File: config.mk
export PLATFORM = sky130hd
export DESIGN_NAME = quadruped_creep_step_sequencer_flat
export DESIGN_NICKNAME = d
export VERILOG_FILES = /design/src/hw/rtl/qcss_pkg.sv /design/src/hw/rtl/qcss_if.sv /design/src/hw/rtl/qcss_cfg.sv /design/src/hw/rtl/qcss_front.sv /design/src/hw/rtl/qcss_fifo.sv /design/src/hw/rtl/qcss_back.sv /design/src/hw/rtl/quadruped_creep_step_sequencer.sv /design/src/flat_wrapper.sv
export SDC_FILE = /design/constraint.sdc
export NUM_CORES = 1
export LEC_CHECK = 0
export ABC_CLOCK_PERIOD_IN_PS = 9800
export BUFFER_PORTS_ARGS = -buffer_cell sky130_fd_sc_hd__buf_2
export CELL_PAD_IN_SITES_DETAIL_PLACEMENT = 1
export CELL_PAD_IN_SITES_GLOBAL_PLACEMENT = 1
export CORE_MARGIN = 3
export CORE_UTILIZATION = 53
export CTS_CLUSTER_DIAMETER = 30
export CTS_CLUSTER_SIZE = 40
export DETAILED_ROUTE_END_ITERATION = 16
export PLACE_DENSITY = 0.9
export SLEW_MARGIN = 20
export SYNTH_ARGS = -nofsm -noshare
export SYNTH_HDL_FRONTEND = slang
export SYNTH_HIERARCHICAL = 1
export SYNTH_SLANG_ARGS = --single-unit
File: constraint.sdc
create_clock -name clk -period 9.8 [get_ports clk]
set_input_delay 0.49 -clock clk [delete_from_list [all_inputs] [get_ports clk]]
set_output_delay 0.49 -clock clk [all_outputs]
set_load 0.02 [all_outputs]
File: src/hw/rtl/qcss_pkg.sv
package qcss_pkg;

  // Field widths
  localparam int DIR_W    = 2;
  localparam int LEG_W    = 2;
  localparam int ANGLE_W  = 14;
  localparam int SPEED_W  = 12;
  localparam int PAUSE_W  = 15;
  localparam int STANCE_W = 13;
  localparam int AMP_W    = 11;
  localparam int DUR_W    = 16;
  localparam int IDX_W    = 3;   // command index within one request, 0..7

  // APB
  localparam int ADDR_W  = 5;
  localparam int DATA_W  = 32;

  localparam int QUEUE_DEPTH = 2;

  // Direction codes
  localparam logic [DIR_W-1:0] DIR_STOP = 2'd0;
  localparam logic [DIR_W-1:0] DIR_FWD  = 2'd1;

  // Leg codes
  localparam logic [LEG_W-1:0] LEG_FR = 2'd0;
  localparam logic [LEG_W-1:0] LEG_FL = 2'd1;
  localparam logic [LEG_W-1:0] LEG_BR = 2'd2;
  localparam logic [LEG_W-1:0] LEG_BL = 2'd3;

  // Register indexes
  localparam logic [2:0] REG_STANCE_FR = 3'd0;
  localparam logic [2:0] REG_STANCE_FL = 3'd1;
  localparam logic [2:0] REG_STANCE_BR = 3'd2;
  localparam logic [2:0] REG_STANCE_BL = 3'd3;
  localparam logic [2:0] REG_AMP       = 3'd4;
  localparam logic [2:0] REG_SPEED     = 3'd5;
  localparam logic [2:0] REG_DUR       = 3'd6;

  // Reset values
  localparam logic [STANCE_W-1:0] STANCE_RST = 13'd2880;
  localparam logic [AMP_W-1:0]    AMP_RST    = 11'd320;
  localparam logic [SPEED_W-1:0]  SPEED_RST  = 12'd1000;
  localparam logic [DUR_W-1:0]    DUR_RST    = 16'd600;

  // Reciprocals: x/10 = (x*52429)>>19 for x < 2^15, x/3 = (x*43691)>>17 for x < 2^16
  localparam logic [15:0] RECIP_10 = 16'd52429;
  localparam int          SHIFT_10 = 19;
  localparam logic [16:0] RECIP_3  = 17'd43691;
  localparam int          SHIFT_3  = 17;

  localparam logic signed [ANGLE_W:0] ANGLE_MAX = 15'sd8191;
  localparam logic signed [ANGLE_W:0] ANGLE_MIN = -15'sd8192;

  // One queued step request
  typedef struct packed {
    logic             walk;   // 0: stop request
    logic             fwd;
    logic [LEG_W-1:0] phase;  // position of the swing leg in the gait order
  } cmd_t;

  // Live configuration plus derived offsets and pause
  typedef struct packed {
    logic [3:0][STANCE_W-1:0] stance;
    logic [AMP_W-1:0]         amp;
    logic [SPEED_W-1:0]       speed;
    logic [AMP_W-1:0]         off3;
    logic [AMP_W-1:0]         off4;
    logic [PAUSE_W-1:0]       pause;
  } cfg_t;

  // Gait order: FL, BR, FR, BL
  function automatic logic [LEG_W-1:0] leg_order(input logic [LEG_W-1:0] pos);
    logic [LEG_W-1:0] leg;
    unique case (pos)
      2'd0:    leg = LEG_FL;
      2'd1:    leg = LEG_BR;
      2'd2:    leg = LEG_FR;
      default: leg = LEG_BL;
    endcase
    return leg;
  endfunction

endpackage

File: src/hw/rtl/qcss_if.sv
interface qcss_in_if;
  logic                           valid;
  logic                           ready;
  logic [qcss_pkg::DIR_W-1:0]     direction;

  modport source (output valid, output direction, input ready);
  modport sink   (input valid, input direction, output ready);
endinterface

interface qcss_out_if;
  logic                                valid;
  logic                                ready;
  logic [qcss_pkg::LEG_W-1:0]          leg;
  logic signed [qcss_pkg::ANGLE_W-1:0] angle;
  logic [qcss_pkg::SPEED_W-1:0]        speed;
  logic [qcss_pkg::PAUSE_W-1:0]        pause_ms;
  logic                                last;

  modport source (output valid, output leg, output angle, output speed,
                  output pause_ms, output last, input ready);
  modport sink   (input valid, input leg, input angle, input speed,
                  input pause_ms, input last, output ready);
endinterface

File: src/hw/rtl/qcss_cfg.sv
module qcss_cfg (
  input  logic                          clk,
  input  logic                          rst_n,
  input  logic                          cfg_psel,
  input  logic                          cfg_penable,
  input  logic                          cfg_pwrite,
  input  logic [qcss_pkg::ADDR_W-1:0]   cfg_paddr,
  input  logic [qcss_pkg::DATA_W-1:0]   cfg_pwdata,
  output logic [qcss_pkg::DATA_W-1:0]   cfg_prdata,
  output logic                          cfg_pready,
  output qcss_pkg::cfg_t                cfg
);

  logic [3:0][qcss_pkg::STANCE_W-1:0] stance_r;
  logic [qcss_pkg::AMP_W-1:0]         amp_r;
  logic [qcss_pkg::SPEED_W-1:0]       speed_r;
  logic [qcss_pkg::DUR_W-1:0]         dur_r;
  logic [qcss_pkg::AMP_W-1:0]         off3_r, off3_nxt;
  logic [qcss_pkg::AMP_W-1:0]         off4_r, off4_nxt;
  logic [qcss_pkg::PAUSE_W-1:0]       pause_r, pause_nxt;

  logic        wr_en;
  logic [2:0]  reg_idx;
  logic [12:0] amp3, amp4;
  logic [28:0] prod3, prod4;
  logic [32:0] prod_dur;

  assign wr_en      = cfg_psel & cfg_penable & cfg_pwrite;
  assign reg_idx    = cfg_paddr[4:2];
  assign cfg_pready = 1'b1;

  always_ff @(posedge clk) begin
    if (!rst_n) begin
      stance_r <= {4{qcss_pkg::STANCE_RST}};
      amp_r    <= qcss_pkg::AMP_RST;
      speed_r  <= qcss_pkg::SPEED_RST;
      dur_r    <= qcss_pkg::DUR_RST;
    end else if (wr_en) begin
      unique case (reg_idx)
        qcss_pkg::REG_STANCE_FR: stance_r[0] <= cfg_pwdata[qcss_pkg::STANCE_W-1:0];
        qcss_pkg::REG_STANCE_FL: stance_r[1] <= cfg_pwdata[qcss_pkg::STANCE_W-1:0];
        qcss_pkg::REG_STANCE_BR: stance_r[2] <= cfg_pwdata[qcss_pkg::STANCE_W-1:0];
        qcss_pkg::REG_STANCE_BL: stance_r[3] <= cfg_pwdata[qcss_pkg::STANCE_W-1:0];
        qcss_pkg::REG_AMP:       amp_r       <= cfg_pwdata[qcss_pkg::AMP_W-1:0];
        qcss_pkg::REG_SPEED:     speed_r     <= cfg_pwdata[qcss_pkg::SPEED_W-1:0];
        qcss_pkg::REG_DUR:       dur_r       <= cfg_pwdata[qcss_pkg::DUR_W-1:0];
        default: ;
      endcase
    end
  end

  // Derived offsets and pause: constant multiplies, registered
  always_comb begin
    amp3      = {1'b0, amp_r, 1'b0} + {2'b00, amp_r};
    amp4      = {amp_r, 2'b00};
    prod3     = {16'd0, amp3} * {13'd0, qcss_pkg::RECIP_10};
    prod4     = {16'd0, amp4} * {13'd0, qcss_pkg::RECIP_10};
    prod_dur  = {17'd0, dur_r} * {16'd0, qcss_pkg::RECIP_3};
    off3_nxt  = {1'b0, prod3[qcss_pkg::SHIFT_10 +: 10]};
    off4_nxt  = {1'b0, prod4[qcss_pkg::SHIFT_10 +: 10]};
    pause_nxt = prod_dur[qcss_pkg::SHIFT_3 +: qcss_pkg::PAUSE_W];
  end

  always_ff @(posedge clk) begin
    off3_r  <= off3_nxt;
    off4_r  <= off4_nxt;
    pause_r <= pause_nxt;
  end

  always_comb begin
    cfg_prdata = '0;
    unique case (reg_idx)
      qcss_pkg::REG_STANCE_FR: cfg_prdata = {19'd0, stance_r[0]};
      qcss_pkg::REG_STANCE_FL: cfg_prdata = {19'd0, stance_r[1]};
      qcss_pkg::REG_STANCE_BR: cfg_prdata = {19'd0, stance_r[2]};
      qcss_pkg::REG_STANCE_BL: cfg_prdata = {19'd0, stance_r[3]};
      qcss_pkg::REG_AMP:       cfg_prdata = {21'd0, amp_r};
      qcss_pkg::REG_SPEED:     cfg_prdata = {20'd0, speed_r};
      qcss_pkg::REG_DUR:       cfg_prdata = {16'd0, dur_r};
      default:                 cfg_prdata = '0;
    endcase
  end

  always_comb begin
    cfg.stance = stance_r;
    cfg.amp    = amp_r;
    cfg.speed  = speed_r;
    cfg.off3   = off3_r;
    cfg.off4   = off4_r;
    cfg.pause  = pause_r;
  end

endmodule

File: src/hw/rtl/qcss_front.sv
module qcss_front (
  input  logic           clk,
  input  logic           rst_n,
  qcss_in_if.sink        in_ch,
  input  logic           q_full,
  output logic           q_push,
  output qcss_pkg::cmd_t q_entry
);

  logic [qcss_pkg::LEG_W-1:0] phase_r, phase_nxt;
  logic                       accept;

  assign in_ch.ready = ~q_full;
  assign accept      = in_ch.valid & ~q_full;
  assign q_push      = accept;

  // Classify; phase snapshot travels with the word
  always_comb begin
    q_entry.walk  = (in_ch.direction != qcss_pkg::DIR_STOP);
    q_entry.fwd   = (in_ch.direction == qcss_pkg::DIR_FWD);
    q_entry.phase = phase_r;
    phase_nxt     = (accept && q_entry.walk) ? phase_r + 2'd1 : phase_r;
  end

  always_ff @(posedge clk) begin
    if (!rst_n) begin
      phase_r <= '0;
    end else begin
      phase_r <= phase_nxt;
    end
  end

endmodule

File: src/hw/rtl/qcss_fifo.sv
module qcss_fifo #(
  parameter int DEPTH = qcss_pkg::QUEUE_DEPTH
) (
  input  logic           clk,
  input  logic           rst_n,
  input  logic           push,
  input  qcss_pkg::cmd_t wr_entry,
  output logic           full,
  input  logic           pop,
  output logic           head_valid,
  output qcss_pkg::cmd_t head
);

  localparam int PTR_W = $clog2(DEPTH);
  localparam int CNT_W = $clog2(DEPTH + 1);

  qcss_pkg::cmd_t   mem_r [DEPTH];
  logic [PTR_W-1:0] wr_ptr_r, wr_ptr_nxt;
  logic [PTR_W-1:0] rd_ptr_r, rd_ptr_nxt;
  logic [CNT_W-1:0] cnt_r, cnt_nxt;

  assign full       = (cnt_r == CNT_W'(DEPTH));
  assign head_valid = (cnt_r != '0);
  assign head       = mem_r[rd_ptr_r];

  always_comb begin
    wr_ptr_nxt = wr_ptr_r;
    rd_ptr_nxt = rd_ptr_r;
    cnt_nxt    = cnt_r;
    if (push) begin
      wr_ptr_nxt = (wr_ptr_r == PTR_W'(DEPTH - 1)) ? '0 : wr_ptr_r + 1'b1;
    end
    if (pop) begin
      rd_ptr_nxt = (rd_ptr_r == PTR_W'(DEPTH - 1)) ? '0 : rd_ptr_r + 1'b1;
    end
    if (push && !pop) begin
      cnt_nxt = cnt_r + 1'b1;
    end else if (pop && !push) begin
      cnt_nxt = cnt_r - 1'b1;
    end
  end

  always_ff @(posedge clk) begin
    if (!rst_n) begin
      wr_ptr_r <= '0;
      rd_ptr_r <= '0;
      cnt_r    <= '0;
    end else begin
      wr_ptr_r <= wr_ptr_nxt;
      rd_ptr_r <= rd_ptr_nxt;
      cnt_r    <= cnt_nxt;
    end
  end

  always_ff @(posedge clk) begin
    if (push) begin
      mem_r[wr_ptr_r] <= wr_entry;
    end
  end

endmodule

File: src/hw/rtl/qcss_back.sv
module qcss_back (
  input  logic           clk,
  input  logic           rst_n,
  input  qcss_pkg::cfg_t cfg,
  input  logic           head_valid,
  input  qcss_pkg::cmd_t head,
  output logic           pop,
  qcss_out_if.source     out_ch
);

  localparam int AW = qcss_pkg::ANGLE_W;

  logic [qcss_pkg::IDX_W-1:0]   idx_r, idx_nxt;
  logic                         out_valid_r, out_valid_nxt;
  logic [qcss_pkg::LEG_W-1:0]   leg_r, leg_nxt;
  logic signed [AW-1:0]         angle_r, angle_nxt;
  logic [qcss_pkg::SPEED_W-1:0] speed_r;
  logic [qcss_pkg::PAUSE_W-1:0] pause_r, pause_nxt;
  logic                         last_r, last_cmd;

  logic                          advance;
  logic [qcss_pkg::LEG_W-1:0]    pos, sub;
  logic                          is_swing, right, add;
  logic [qcss_pkg::AMP_W-1:0]    off;
  logic [qcss_pkg::STANCE_W-1:0] stance;
  logic signed [AW:0]            st_s, off_s, sum;

  assign advance = head_valid & (~out_valid_r | out_ch.ready);
  assign last_cmd = head.walk ? (idx_r == 3'd7) : (idx_r == 3'd3);
  assign pop     = advance & last_cmd;

  always_comb begin
    sub = idx_r[qcss_pkg::LEG_W-1:0];
    // indexes 0..2 step over the swing leg, 3 is the swing, 4..7 all legs
    if (!idx_r[2] && idx_r != 3'd3) begin
      pos = (sub < head.phase) ? sub : sub + 2'd1;
    end else if (idx_r == 3'd3) begin
      pos = head.phase;
    end else begin
      pos = sub;
    end
    leg_nxt  = head.walk ? qcss_pkg::leg_order(pos) : sub;
    is_swing = head.walk & (pos == head.phase) & (idx_r >= 3'd3);
    if (!head.walk) begin
      off = '0;
    end else if (is_swing) begin
      off = cfg.amp;
    end else if (idx_r < 3'd3) begin
      off = cfg.off3;
    end else begin
      off = cfg.off4;
    end
    right  = (leg_nxt == qcss_pkg::LEG_FR) | (leg_nxt == qcss_pkg::LEG_BR);
    add    = (right == head.fwd) ^ is_swing;
    stance = cfg.stance[leg_nxt];
    st_s   = $signed({2'b00, stance});
    off_s  = $signed({4'b0000, off});
    sum    = add ? st_s + off_s : st_s - off_s;
    if (sum > qcss_pkg::ANGLE_MAX) begin
      angle_nxt = qcss_pkg::ANGLE_MAX[AW-1:0];
    end else if (sum < qcss_pkg::ANGLE_MIN) begin
      angle_nxt = qcss_pkg::ANGLE_MIN[AW-1:0];
    end else begin
      angle_nxt = sum[AW-1:0];
    end
    pause_nxt = (head.walk && (idx_r == 3'd2 || idx_r == 3'd3 || idx_r == 3'd7))
                ? cfg.pause : '0;
  end

  always_comb begin
    idx_nxt = idx_r;
    if (pop) begin
      idx_nxt = '0;
    end else if (advance) begin
      idx_nxt = idx_r + 3'd1;
    end
    out_valid_nxt = advance | (out_valid_r & ~out_ch.ready);
  end

  always_ff @(posedge clk) begin
    if (!rst_n) begin
      idx_r       <= '0;
      out_valid_r <= 1'b0;
    end else begin
      idx_r       <= idx_nxt;
      out_valid_r <= out_valid_nxt;
    end
  end

  always_ff @(posedge clk) begin
    if (advance) begin
      leg_r   <= leg_nxt;
      angle_r <= angle_nxt;
      speed_r <= cfg.speed;
      pause_r <= pause_nxt;
      last_r  <= last_cmd;
    end
  end

  assign out_ch.valid    = out_valid_r;
  assign out_ch.leg      = leg_r;
  assign out_ch.angle    = angle_r;
  assign out_ch.speed    = speed_r;
  assign out_ch.pause_ms = pause_r;
  assign out_ch.last     = last_r;

endmodule

File: src/hw/rtl/quadruped_creep_step_sequencer.sv
// Channel   Dir  Handshake        Payload
// in_ch     in   valid/ready      direction (0 stop, 1 fwd, 2/3 back)
// out_ch    out  valid/ready      leg, angle, speed, pause_ms, last
// cfg_*     in   APB, pready = 1  seven registers at byte address 4*i
//
// One output word per cycle while out_ch.ready is high; a walk request
// gives 8 words, a stop 4; the back end, one command a cycle, sets that rate.
// Input words are taken while the request queue has room, also while a
// result is still held in the output register. The first word passes the
// queue, then the output register. Synchronous active-low reset clears phase,
// queue and output valid; configuration returns to its reset values.
module quadruped_creep_step_sequencer #(
  parameter int QUEUE_DEPTH = qcss_pkg::QUEUE_DEPTH
) (
  input  logic                        clk,
  input  logic                        rst_n,
  qcss_in_if.sink                     in_ch,
  qcss_out_if.source                  out_ch,
  input  logic                        cfg_psel,
  input  logic                        cfg_penable,
  input  logic                        cfg_pwrite,
  input  logic [qcss_pkg::ADDR_W-1:0] cfg_paddr,
  input  logic [qcss_pkg::DATA_W-1:0] cfg_pwdata,
  output logic [qcss_pkg::DATA_W-1:0] cfg_prdata,
  output logic                        cfg_pready
);

  qcss_pkg::cfg_t cfg;
  qcss_pkg::cmd_t q_entry, q_head;
  logic           q_push, q_full, q_pop, q_head_valid;

  // Register file; offsets and pause derived in the cycle after a write takes effect
  qcss_cfg u_cfg (
    .clk        (clk),
    .rst_n      (rst_n),
    .cfg_psel   (cfg_psel),
    .cfg_penable(cfg_penable),
    .cfg_pwrite (cfg_pwrite),
    .cfg_paddr  (cfg_paddr),
    .cfg_pwdata (cfg_pwdata),
    .cfg_prdata (cfg_prdata),
    .cfg_pready (cfg_pready),
    .cfg        (cfg)
  );

  // Front: classifies the request, stamps and advances the gait phase
  qcss_front u_front (
    .clk    (clk),
    .rst_n  (rst_n),
    .in_ch  (in_ch),
    .q_full (q_full),
    .q_push (q_push),
    .q_entry(q_entry)
  );

  // Short request queue between front and back
  qcss_fifo #(
    .DEPTH(QUEUE_DEPTH)
  ) u_fifo (
    .clk       (clk),
    .rst_n     (rst_n),
    .push      (q_push),
    .wr_entry  (q_entry),
    .full      (q_full),
    .pop       (q_pop),
    .head_valid(q_head_valid),
    .head      (q_head)
  );

  // Back: walks the head request one command per unstalled cycle into the output register
  qcss_back u_back (
    .clk       (clk),
    .rst_n     (rst_n),
    .cfg       (cfg),
    .head_valid(q_head_valid),
    .head      (q_head),
    .pop       (q_pop),
    .out_ch    (out_ch)
  );

endmodule

File: src/flat_wrapper.sv
// flat-port wrapper written by rule: the top's interface ports become plain ports
module quadruped_creep_step_sequencer_flat 
#(
  parameter int QUEUE_DEPTH = qcss_pkg::QUEUE_DEPTH
)
  (clk, rst_n, cfg_psel, cfg_penable, cfg_pwrite, cfg_paddr, cfg_pwdata, cfg_prdata, cfg_pready, in_ch_valid, in_ch_direction, in_ch_ready, out_ch_valid, out_ch_leg, out_ch_angle, out_ch_speed, out_ch_pause_ms, out_ch_last, out_ch_ready);
  qcss_in_if in_ch_i ();
  qcss_out_if out_ch_i ();
  input  logic clk;
  input  logic rst_n;
  input  logic cfg_psel;
  input  logic cfg_penable;
  input  logic cfg_pwrite;
  input  logic [qcss_pkg::ADDR_W-1:0] cfg_paddr;
  input  logic [qcss_pkg::DATA_W-1:0] cfg_pwdata;
  output logic [qcss_pkg::DATA_W-1:0] cfg_prdata;
  output logic cfg_pready;
  input wire logic [$bits(in_ch_i.valid)-1:0] in_ch_valid;
  input wire logic [$bits(in_ch_i.direction)-1:0] in_ch_direction;
  output wire logic [$bits(in_ch_i.ready)-1:0] in_ch_ready;
  output wire logic [$bits(out_ch_i.valid)-1:0] out_ch_valid;
  output wire logic [$bits(out_ch_i.leg)-1:0] out_ch_leg;
  output wire logic [$bits(out_ch_i.angle)-1:0] out_ch_angle;
  output wire logic [$bits(out_ch_i.speed)-1:0] out_ch_speed;
  output wire logic [$bits(out_ch_i.pause_ms)-1:0] out_ch_pause_ms;
  output wire logic [$bits(out_ch_i.last)-1:0] out_ch_last;
  input wire logic [$bits(out_ch_i.ready)-1:0] out_ch_ready;
  assign in_ch_i.valid = in_ch_valid;
  assign in_ch_i.direction = in_ch_direction;
  assign in_ch_ready = in_ch_i.ready;
  assign out_ch_valid = out_ch_i.valid;
  assign out_ch_leg = out_ch_i.leg;
  assign out_ch_angle = out_ch_i.angle;
  assign out_ch_speed = out_ch_i.speed;
  assign out_ch_pause_ms = out_ch_i.pause_ms;
  assign out_ch_last = out_ch_i.last;
  assign out_ch_i.ready = out_ch_ready;
  quadruped_creep_step_sequencer #(.QUEUE_DEPTH(QUEUE_DEPTH)) u_core (.clk(clk), .rst_n(rst_n), .in_ch(in_ch_i), .out_ch(out_ch_i), .cfg_psel(cfg_psel), .cfg_penable(cfg_penable), .cfg_pwrite(cfg_pwrite), .cfg_paddr(cfg_paddr), .cfg_pwdata(cfg_pwdata), .cfg_prdata(cfg_prdata), .cfg_pready(cfg_pready));
endmodule
; Word-level counts from Yosys, hierarchy flattened
; Memory sizes are Yosys's and may differ from the RTL's. A register that Yosys moved wholly into a read port is not among the register bits.
; Cells that the tools add are included.
[op_classes]
reduce_logical = 24
n_addsub = 10
n_lt_le_gt_ge = 6
n_mux = 22
n_bitwise = 16
mul = 3
eq_ne = 17
[ops]
columns = op, n
row1 = 16-bit one-hot mux with 7 select lines, 1
row2 = 16-bit by 16-bit multiplier with 32-bit output (second input constant), 1
row3 = 13-bit by 16-bit multiplier with 29-bit output (second input constant), 1
row4 = 11-bit by 16-bit multiplier with 27-bit output (second input constant), 1
row5 = 13-bit binary-select mux with 2-bit select, 1
row6 = 11-bit 2-to-1 mux, 2
row7 = 15-bit by 14-bit greater-than comparator with 1-bit output (second input constant), 1
row8 = 15-bit by 14-bit < comparator with 1-bit output (second input constant), 1
row9 = 15-bit 2-to-1 mux, 1
row10 = 13-bit by 11-bit adder with 14-bit output, 1
row11 = 14-bit 2-to-1 mux, 1
row12 = 2-bit AND reduction, 7
row13 = 13-bit by 11-bit subtractor with 14-bit output, 1
row14 = 12-bit by 11-bit adder with 13-bit output, 1
row15 = 13-bit 2-to-1 mux, 1
row16 = 3-bit by 2-bit == test with 1-bit output (second input constant), 4
row17 = 3-bit == test (second input constant), 4
row18 = 2-bit 2-to-1 mux, 6
row19 = 10-bit 2-to-1 mux, 1
row20 = 1-bit bitwise AND, 8
row21 = 1-bit 2-to-1 mux, 7
row22 = 2-bit by 1-bit adder with 2-bit output (second input constant), 3
row23 = 2-bit == test (second input constant), 3
row24 = 2-bit one-hot mux with 3 select lines, 1
row25 = other kinds (22), 39
[totals]
in_bits = 46
word_cells = 120
output_inout_bits = 79
reg_bits = 180
mem_bits_rw = 8
n_memories = 1
[memory_table]
columns = memory, depth, width, rd, rd_ports_with_merged_regs, wr, line
row1 = u_core.u_fifo.mem_r, 2, 4, 1, 1, 1, qcss_fifo.sv:17  ; qcss_pkg::cmd_t mem_r [DEPTH];

; Longest topological paths before layout
; Gate-level depths: netlist of the first run.
[logic_depth]
word_depth = 13
depth_mapped = 30
ltp_nobuf = 30

; By module
; The synthesis of the first run kept the hierarchy.
[by_module_without_submodules]
columns = mod, area_per_inst_um2, n_inst, cells_each, seq_area_each_um2
row1 = qcss_cfg, 14906.8, 1, 1610, 2522.4
row2 = qcss_back, 3798.6, 1, 400, 1401.3
row3 = qcss_fifo, 506.7, 1, 34, 340.3
row4 = qcss_front, 121.4, 1, 15, 40.0

; Worst setup path after synthesis of the first run
; Ideal clock, no wire load.
[synth_path]
kind = register to register
start = register u_core/u_cfg/amp_r[0] (netlist bit)
end = register u_core/u_cfg/off3_r[8] (netlist bit)
setup_time_ps = 95
synth_period_minus_slack_ps = 6744
n_path_buf = 0
arrival_ps = 6648
t_required_ps = 9705
path_stages_with_launch = 29
path_slack_ps = 3056
cell_sequence = dfxtp_1 ha_1 inv_1 fa_1 or3b_1 a21boi_1 o21ai_1 a21boi_1 o21ai_1 nand2_1 xnor2_1 ha_1 inv_1 fa_1 fa_1 inv_1 fa_1 inv_1 fa_1 inv_1 ha_1 nand3_1 nor3_1 o32ai_1 o22ai_1 nand3_1 a31oi_1 o21ai_1 a221oi_1
[synth_between]
elab_chain_cells = 2
[synth_rtl]
columns = element, line
row1 = from (decl), qcss_cfg.sv:15  ; logic [qcss_pkg::AMP_W-1:0] amp_r;
row2 = from (signal assigned), qcss_cfg.sv:35  ; amp_r <= qcss_pkg::AMP_RST;
row3 = from (signal assigned), qcss_cfg.sv:44  ; qcss_pkg::REG_AMP: amp_r <= cfg_pwdata[qcss_pkg::AMP_W-1:0];
row4 = 12-bit by 11-bit adder with 13-bit output, qcss_cfg.sv:54  ; amp3 = {1'b0, amp_r, 1'b0} + {2'b00, amp_r};
row5 = 13-bit by 16-bit multiplier with 29-bit output, qcss_cfg.sv:56  ; prod3 = {16'd0, amp3} * {13'd0, qcss_pkg::RECIP_10};
row6 = via u_core.u_cfg.prod3[27], qcss_cfg.sv:25  ; logic [28:0] prod3, prod4;
row7 = to (signal assigned), qcss_cfg.sv:65  ; off3_r <= off3_nxt;
row8 = to (decl), qcss_cfg.sv:18  ; logic [qcss_pkg::AMP_W-1:0] off3_r, off3_nxt;
; The timed path passes the listed nets, and every way through them passes these cells.
; A chain may end at the register's enable or synchronous reset.

; Worst setup path in the final report of the first run
[layout_path]
start = register u_core/u_cfg/amp_r[2] (netlist bit)
end = register u_core/u_cfg/off3_r[8] (netlist bit)
; The elaborated chain is that of the path after synthesis.

==> flow_metrics.tcl, run 1 <==
set metrics [dict create \
    cp-start-kind "flop" \
    drtIter0Drc 1415 \
    cts_buffer_depth 2 \
    drt-total-wl_mm 65.2 \
    min_period_ps 8100 \
    p_leak_nw 10.4 \
    n_fill_cell 4105 \
    fin_setup_tns_ps 0 \
    synth_mux_area_frac 0.0424 \
    die_x_um 197 \
    ys.flop_type "dfxtp_1" \
    fin_crit_sh 0.826 \
    grt_start_max_net_pins 102 \
    syn_inst 2059 \
    power_frac_clock 0.199 \
    drt_pre_antenna_iters 5 \
    antenna_found_initial 0 \
    ctsResizeCount 0 \
    fmax_ghz 0.123 \
    ir_worst_vdd_mv 0.147 \
    power_density_nw_per_um2 180 \
    tightest_slew_ps 1270 \
    drc 0 \
    setup_viol 0 \
    syn_to_final_growth_pct 7.25 \
    place_congestion 0.908 \
    p_int_mw 2.07 \
    viasPerCell 6.22 \
    cts_root_buffer "clkbuf_16" \
    die-height_um 197 \
    hold_buffers 0 \
    synth_fa_ha_area_frac 0.381 \
    async_reset_ff_frac 0 \
    rows 69 \
    clock_latency_ps 470 \
    rsz0062_at_grt "false" \
    synth_cell_types 82 \
    synth_top_family_by_area "adder cells" \
    timing.slew.headroom 0.148 \
    stdcell_count 2589 \
    synth_top_area_frac 0.201 \
    layout_common_cells "inv_1 (356), ha_1 (311), nand2_1 (277)" \
    grt_usage 0.337 \
    ys_seq_elements 189 \
    sw_frac_of_total 0.443 \
    initial_core_util 0.541 \
    yosys.area.top_type "ha_1" \
    hpwl_mm 47.6 \
    critPathMaxFanout 10 \
    critPathKind "flop to flop" \
    nets 2646 \
    status "complete, no violations" \
    placed_cells 2557 \
    clock_sinks 189 \
    yosys.area_share.simple 0.124 \
    worstPathArrival_ps 8460 \
    finClkSkew_ps 19.6 \
    pwr-share-comb 0.525 \
    drv_slew 0 \
    register_area_sq_um 4300 \
    post_cts_buffers 0 \
    syn_avg_cell_area_sq_um 9.39 \
    seqPwrFrac 0.276 \
    ant_nets 0 \
    wl_per_cell_um 25.2 \
    tritoncts "yes" \
    h-tree-depth 4 \
    power_switching_mw 1.65 \
    multi_input_area_sq_um 13400 \
    finalPower_mw 3.72 \
    drive_above_1_share 0.0926 \
    portBuffers 89 \
    drv_cap 0 \
    grt_pass1_vias 18100 \
    min_path_type "input pin to flop" \
    synth_edf_count 52 \
    finalHoldViolations 0 \
    cts_buffers 17 \
    synth_compound_area_frac 0.111 \
    core-area_sq_um 35700 \
    synthXorXnorAreaFrac 0.0293 \
    endpoint_kind "flop" \
    vias 16100 \
    yosys_warnings 6 \
    dieArea_sq_um 38800 \
    fin_util 0.580 \
    grt_pass1_wl_mm 101 \
    required_ps 10160 \
    ios 125 \
    synth_seq_area_share 0.223 \
    yosys-top-cells-area "ha_1 (20%), fa_1 (18%), dfxtp_1 (14%)" \
    overflow 0 \
    syn_area_sq_um 19300 \
    clk_pin_slew_worst_paths_ps 80 \
    layout_commonest_cell "inv_1" \
    antenna_cells 0 \
]
flip-flops by register name, summed over array words and instances, names as in the netlist, 10 cells and up, named ones only:
register,cells
u_core/u_cfg/cfg,52
u_core/u_cfg/dur_r,16
u_core/u_back/out_ch.pause_ms,15
u_core/u_cfg/pause_r,15
u_core/u_back/out_ch.angle,14
u_core/u_back/out_ch.speed,12
u_core/u_cfg/speed_r,12
u_core/u_cfg/amp_r,11
u_core/u_cfg/off3_r,10
u_core/u_cfg/off4_r,10
Yosys cell counts, drive strengths merged, types with 16 or more instances:
master / instances
a211oi: 22
a21boi: 67
a21o: 23
a21oi: 53
a31oi: 16
and2: 34
buf: 32
clkbuf: 45
dfxtp: 137
edfxtp: 52
fa: 174
ha: 311
inv: 357
mux2: 21
mux2i: 38
nand2: 277
nand2b: 17
nand3: 52
nor2: 54
nor2b: 18
o21ai: 41
xnor2: 50
worst max-delay path, cell delays in order, from the launching register on:
cell      delay [ps]
dfxtp_1          700
inv_1            220
fa_1             480
or3b_1           400
a21boi_1         210
o21ai_1          110
a21boi_1         210
o21ai_1          160
nand2_1          130
xnor2_1          270
ha_1             300
inv_1             80
fa_1             550
fa_1             570
inv_1             90
fa_1             530
inv_1             70
fa_1             550
inv_1             50
ha_1             310
nand3_1          160
nor3_1           240
o32ai_1          130
o22ai_1          500
nand3_1          220
a31oi_1          370
o21ai_1           90
a221oi_1         280
power by group through the flow:
stage | Combinational (mW) | Sequential (mW) | Clock [mW]
5_1_grt | 2.10 | 1.03 | 0.780
3_3_place_gp | 1.72 | 1.03 | 0
3_5_place_dp | 1.85 | 1.04 | 0
4_1_cts | 1.91 | 1.03 | 0.745
6_report | 1.96 | 1.03 | 0.741
2_1_floorplan | 1.29 | 1.09 | 0
logic make-up after synthesis:
group	Yosys count
muxes	68
and+or+nand+nor	516
adders and majority gates	485
AOI/OAI and AO/OA	301
xor gates and xnor gates	63
buffers and inverters	435
other	2
DFF	189
final timing paths:
check,cells after the start,end,slack [ps],from
setup / recovery,27,u_core/u_cfg/off3_r[8],1700,u_core/u_cfg/amp_r[2]
hold / removal,3,u_core/u_cfg/dur_r[13],380,cfg_pwdata[13]
setup reg to reg,27,u_core/u_cfg/off3_r[8],1700,u_core/u_cfg/amp_r[2]
hold reg to reg,0,u_core/u_fifo/mem_r[0][1],460,u_core/u_front/phase_r[1]
per-layer routing:
metal,wire length (um),GRT usage,share of wire
met1,23900,0.384,0.37
met3,4700,0.0569,0.072
met4,4430,0.197,0.068
met5,0,0,0
met2,32200,0.597,0.49
layout make-up:
type,instances,area share
multi-input cells,1452,0.646
flip-flops and latches,189,0.208
inverters,358,0.0648
well taps,461,0.0278
repair buffers,97,0.0244
clock buffers,18,0.0217
clock inverters,14,0.00790
stage by stage:
stage | hold WS, ps | setup WS (ps) | instance area [sq um]
after CTS | 354 | 1720 | 20700
after global placement | 444 | 2230 | 20100
after detailed placement | 456 | 1810 | 20100
after floorplan | 425 | 3060 | 19400
final | 378 | 1700 | 20700
after global routing | 367 | 1240 | 20700
No activity file was read; power rests on OpenSTA's default activity.
==> run 2, diff against run 1 <==
--- a/config.mk
+++ b/config.mk
@@ -5,16 +5,16 @@
 export SDC_FILE = /design/constraint.sdc
 export NUM_CORES = 1
 export LEC_CHECK = 0
-export ABC_CLOCK_PERIOD_IN_PS = 9800
+export ABC_CLOCK_PERIOD_IN_PS = 6850
 export BUFFER_PORTS_ARGS = -buffer_cell sky130_fd_sc_hd__buf_2
 export CELL_PAD_IN_SITES_DETAIL_PLACEMENT = 1
 export CELL_PAD_IN_SITES_GLOBAL_PLACEMENT = 1
 export CORE_MARGIN = 3
-export CORE_UTILIZATION = 53
+export CORE_UTILIZATION = 44
 export CTS_CLUSTER_DIAMETER = 30
 export CTS_CLUSTER_SIZE = 40
 export DETAILED_ROUTE_END_ITERATION = 16
-export PLACE_DENSITY = 0.9
+export PLACE_DENSITY = 0.8
 export SLEW_MARGIN = 20
 export SYNTH_ARGS = -nofsm -noshare
 export SYNTH_HDL_FRONTEND = slang
==> constraint.sdc (replaced) <==
create_clock -name clk -period 6.85 [get_ports clk]
set_input_delay 0.3425 -clock clk [delete_from_list [all_inputs] [get_ports clk]]
set_output_delay 0.3425 -clock clk [all_outputs]
set_load 0.02 [all_outputs]
==> flow_metrics.tcl, run 2 (synthesis results as in run 1) <==
set metrics [dict create \
    tritoncts "yes" \
    grt_pass1_vias 17200 \
    viasPerCell 5.50 \
    ant_nets 0 \
    critPathKind "flop to flop" \
    nets 2693 \
    setup_ws_ps 96.2 \
    grt_start_max_net_pins 102 \
    die_x_um 216 \
    power_density_nw_per_um2 248 \
    ios 125 \
    critPathMaxFanout 4 \
    drive_above_1_share 0.133 \
    finalHoldViolations 0 \
    placed_cell_area_sq_um 20500 \
    drv_cap 0 \
    largest_reg_flops 52 \
    drc 0 \
    hold_start "cfg_pwdata[14]" \
    setup_viol 0 \
    drv_slew 0 \
    grt_pass1_wl_mm 92.4 \
    stdcell_area_sq_um 21500 \
    hold_ws_ps 139 \
    drt-total-wl_mm 58.1 \
    portBuffers 89 \
    layout_common_cells "inv_1 (348), ha_1 (301), nand2_1 (276)" \
    wl_per_cell_um 21.1 \
    core-area_sq_um 43300 \
    p_leak_nw 10.7 \
    clock_latency_ps 470 \
    hold_buffers 0 \
    place_ws_ps -218 \
    reg2reg_setup_slack_ps 100 \
    syn_to_final_growth_pct 11.2 \
    dieArea_sq_um 46500 \
    clock_sinks 189 \
    cp-start-kind "flop" \
    cts_buffers 17 \
    cts_buffer_depth 2 \
    antenna_found_initial 1 \
    die-height_um 216 \
    finalPower_mw 5.32 \
    drtIter0Drc 921 \
    path_common_cell "buf_4" \
    fmax_ghz 0.148 \
    status "complete, no violations" \
    place_congestion 0.901 \
    multi_input_area_sq_um 13600 \
    grt_usage 0.250 \
    reg2reg_from "u_core/u_cfg/amp_r[1]" \
    fin_crit_sh 0.986 \
    initial_core_util 0.447 \
    overflow 0 \
    worstReg2RegEnd "u_core/u_cfg/off3_r[7]" \
    drt_pre_antenna_iters 5 \
    layout_commonest_cell "inv_1" \
    rows 76 \
    r2r_cells 30 \
    holdPathEnd "u_core/u_cfg/dur_r[14]" \
    required_ps 7210 \
    slowest_stage "fa_2" \
    min_path_type "input pin to flop" \
    min_path_cells 3 \
    ir_worst_vdd_mv 0.192 \
    min_period_ps 6750 \
    n_fill_cell 4977 \
    worstPathArrival_ps 7110 \
    max_stage_delay_ps 650 \
    cts_root_buffer "clkbuf_16" \
    hpwl_mm 45.5 \
    endpoint_kind "flop" \
    tightest_slew_ps 1100 \
    finClkSkew_ps 10.1 \
    timing.slew.headroom 0.266 \
    vias 15200 \
    h-tree-depth 4 \
    clk_pin_slew_worst_paths_ps 80 \
    register_area_sq_um 4310 \
    fin_util 0.497 \
]
-- run 2: changes by cell type in the layout (fill, tap and decap cells not counted), sizes merged --
cell      before  now
buf           97  144
inv          364  366
clkbuf        18   17
clkinv         6    5
clkinvlp       1    0
diode          0    1
-- run 2: metal layers --
metal,global-route usage,part of all wire,vias to the layer above
met1,0.307,0.41,7670
met2,0.450,0.51,411
met4,0.0985,0.040,0
met5,0,0,-
met3,0.0289,0.040,138
li1,-,-,6970
-- run 2: cell type report --
cell class,count,share of cell area
antenna,1,0.000116
timing repair buffer,144,0.0405
sequential,189,0.200
tap,585,0.0340
inverter,358,0.0626
clock buffer,17,0.0198
clock inverter,14,0.00803
multi-input combinational,1452,0.635
-- run 2: how the worst max path moves through the flow --
stage | from | endpoint | slack [ps] | depth (start not counted)
after floorplan | u_core/u_cfg/amp_r[0] | u_core/u_cfg/off3_r[8] | 110 | 28
after global placement | u_core/u_cfg/amp_r[1] | u_core/u_cfg/off3_r[8] | 40 | 26
after detailed placement | u_core/u_cfg/amp_r[1] | u_core/u_cfg/off3_r[5] | -220 | 27
after CTS | u_core/u_cfg/amp_r[1] | u_core/u_cfg/off3_r[5] | 20 | 29
after global routing | u_core/u_cfg/amp_r[1] | u_core/u_cfg/off3_r[7] | -160 | 30
final | u_core/u_cfg/amp_r[1] | u_core/u_cfg/off3_r[7] | 100 | 30
-- run 2: timing repair --
item | CTS | global route
gates resized for setup | 11 | 44
buffers inserted | 5 | 12
pin swaps | 2 | 34
endpoints found under the setup margin | 7 | 8
-- run 2: critical path, delay by kind of cell, from the launching register on --
family,cells,cell delay [ps]
buffers and inverters,9,820
XOR/XNOR,1,130
AND/OR/NAND/NOR,6,900
adder cells (fa/ha/maj),8,3330
AO/OA/AOI/OAI,6,1090
flip-flops,1,390
-- run 2: metrics by stage --
step | cells | TNS (ps)
6_report | 2760 | 0
5_1_grt | 2760 | -778
4_1_cts | 2747 | 0
3_5_place_dp | 2711 | -1160
3_3_place_gp | 2711 | 0
2_1_floorplan | 2076 | 0
-- run 2: power by group --
part | total [mW] | leakage [nW] | switching, mW | internal [mW]
logic | 2.80 | 8.76 | 1.69 | 1.11
clock network | 1.06 | 0.295 | 0.533 | 0.525
registers | 1.46 | 1.60 | 0.0740 | 1.39
==> run 3, diff against run 2 <==
--- a/config.mk
+++ b/config.mk
@@ -5,12 +5,12 @@
 export SDC_FILE = /design/constraint.sdc
 export NUM_CORES = 1
 export LEC_CHECK = 0
-export ABC_CLOCK_PERIOD_IN_PS = 6850
+export ABC_AREA = 1
 export BUFFER_PORTS_ARGS = -buffer_cell sky130_fd_sc_hd__buf_2
 export CELL_PAD_IN_SITES_DETAIL_PLACEMENT = 1
 export CELL_PAD_IN_SITES_GLOBAL_PLACEMENT = 1
 export CORE_MARGIN = 3
-export CORE_UTILIZATION = 44
+export CORE_UTILIZATION = 43
 export CTS_CLUSTER_DIAMETER = 30
 export CTS_CLUSTER_SIZE = 40
 export DETAILED_ROUTE_END_ITERATION = 16
@@ -18,5 +18,4 @@
 export SLEW_MARGIN = 20
 export SYNTH_ARGS = -nofsm -noshare
 export SYNTH_HDL_FRONTEND = slang
-export SYNTH_HIERARCHICAL = 1
 export SYNTH_SLANG_ARGS = --single-unit
==> flow_metrics.tcl, run 3 <==
set metrics [dict create \
    drive_above_1_share 0.0828 \
    yosys.area.top_type "ha_1" \
    critPathMaxFanout 6 \
    vias 16200 \
    async_reset_ff_frac 0 \
    antenna_found_initial 2 \
    largest_reg_flops 52 \
    fin_crit_sh 0.926 \
    register_area_sq_um 4300 \
    hpwl_mm 49.6 \
    place_congestion 0.950 \
    drt_pre_antenna_iters 5 \
    layout_common_cells "inv_1 (466), ha_1 (312), nand2_1 (266)" \
    clk_pin_slew_worst_paths_ps 70 \
    tightest_slew_ps 997 \
    dieArea_sq_um 47800 \
    synth_mux_area_frac 0.00174 \
    worstPathArrival_ps 6690 \
    stdcell_count 2994 \
    synth_seq_area_share 0.221 \
    nets 2919 \
    setup_viol 0 \
    synth_cell_types 53 \
    multi_input_area_sq_um 13100 \
    yosys-top-cells-area "ha_1 (20%), fa_1 (18%), dfxtp_1 (14%)" \
    core-area_sq_um 44400 \
    die_x_um 219 \
    fin_setup_tns_ps 0 \
    ant_nets 0 \
    clock_sinks 189 \
    synth_compound_area_frac 0.125 \
    drv_slew 0 \
    initial_core_util 0.438 \
    cts_buffer_depth 2 \
    finalHoldViolations 0 \
    cts_buffers 17 \
    ys_seq_elements 189 \
    synth.most_common_cell "inv_1" \
    wl_per_cell_um 20.1 \
    drtIter0Drc 988 \
    power_density_nw_per_um2 244 \
    syn_area_sq_um 19400 \
    viasPerCell 5.41 \
    hold_ws_ps 181 \
    overflow 0 \
    portBuffers 89 \
    layout_commonest_cell "inv_1" \
    drc 0 \
    syn_inst 2309 \
    grt_usage 0.256 \
    h-tree-depth 4 \
    n_fill_cell 5358 \
    synth_edf_count 52 \
    drt-total-wl_mm 60.1 \
    status "complete, no violations" \
    synth_fa_ha_area_frac 0.378 \
    fmax_ghz 0.158 \
    syn_avg_cell_area_sq_um 8.42 \
    ir_worst_vdd_mv 0.156 \
    antenna_cells 0 \
    finClkSkew_ps 9.21 \
    placed_cells 2962 \
    cp-start-kind "flop" \
    endpoint_kind "flop" \
    yosys_warnings 0 \
    min_path_type "input pin to flop" \
    tritoncts "yes" \
    synthXorXnorAreaFrac 0.0288 \
    die-height_um 219 \
    yosys.area_share.simple 0.137 \
    timing.slew.headroom 0.333 \
    p_leak_nw 10.9 \
    rows 77 \
    syn_to_final_growth_pct 8.30 \
    clock_latency_ps 460 \
    ios 125 \
    cts_root_buffer "clkbuf_16" \
    grt_pass1_wl_mm 95.6 \
    grt_start_max_net_pins 93 \
    synth_top_area_frac 0.201 \
    min_period_ps 6350 \
    grt_pass1_vias 17600 \
    synthTopCellsByCount "inv_1 (467), ha_1 (312), nand2_1 (266)" \
    synth_top_family_by_area "adder cells" \
    required_ps 7190 \
    rsz0062_at_grt "false" \
    ys.flop_type "dfxtp_1" \
    drv_cap 0 \
    critPathKind "flop to flop" \
]
==> run 3: layout make-up <==
type                            count  area share
Tap cell                          592      0.0352
Sequential cell                   189       0.204
Timing Repair Buffer              105      0.0269
Clock inverter                     10     0.00398
Inverter                          478      0.0853
Multi-Input combinational cell   1598       0.622
Clock buffer                       22      0.0221
==> run 3: cells by family (layout without fill, tap and decap cells) <==
family | Yosys count | after routing
DFF | 189 | 189
other | 2 | 17
muxes | 3 | 3
buffers and inverters | 537 | 615
and+or+nand+nor | 612 | 612
adders and majority gates | 484 | 484
xor gates and xnor gates | 64 | 64
AOI/OAI and AO/OA | 418 | 418
==> run 3: layer usage <==
layer	track usage	routed length, um
met2	0.456	30300
met1	0.316	25400
met5	0	22
met4	0.0955	2020
met3	0.0307	2360
==> run 3: worst max-delay path: stages (launching register included) <==
cell and delay [ps]:
dfxtp_1 480, inv_1 170, ha_1 380, inv_1 140, nand3_1 90, nand2_1 170, nand2_1 90, o211ai_2 90
nand3_1 100, nand2_1 120, xor2_1 230, ha_1 310, fa_1 580, inv_1 90, fa_1 530, inv_1 60
fa_1 530, inv_1 70, fa_1 530, inv_1 40, ha_1 320, a21oi_1 200, o21ai_0 110, nor2_1 140
o31ai_2 120, a21oi_2 240, o21ai_0 130, xor2_1 150
==> run 3: power by group <==
| part | switching [mW] | leakage [nW] | internal [mW] |
|---|---|---|---|
| clock network | 0.478 | 0.268 | 0.493 |
| registers | 0.0563 | 1.60 | 1.35 |
| logic | 1.82 | 9.06 | 0.934 |
| total | 2.36 | 10.9 | 2.78 |
==> run 3: worst paths after layout <==
path         cells past startpoint  slack [ps]                          to                      start
max                             27         500      u_core.u_cfg.off3_r[8]      u_core.u_cfg.amp_r[3]
min                              4         180  u_core.u_back.out_ch.valid               out_ch_ready
max reg2reg                     27         500      u_core.u_cfg.off3_r[8]      u_core.u_cfg.amp_r[3]
min reg2reg                      0         470   u_core.u_fifo.mem_r[1][0]  u_core.u_front.phase_r[0]
==> run 3: what timing repair did <==
action / CTS / global route
setup buffers: 0 / 0
hold buffers: 0 / 0
gates resized for setup: 0 / 2
setup endpoints to repair: 0 / 2
==> run 3: through the flow <==
stage               cell area, sq um  setup slack, ps   util  power [mW]
floorplan                      19500             1060      -        3.38
global placement               20500              562  0.461        4.05
detailed placement             20500              340  0.461        4.17
CTS                            21000              285  0.474        5.15
global route                   21100             71.6  0.474        5.55
finish                         21100              504  0.474        5.13
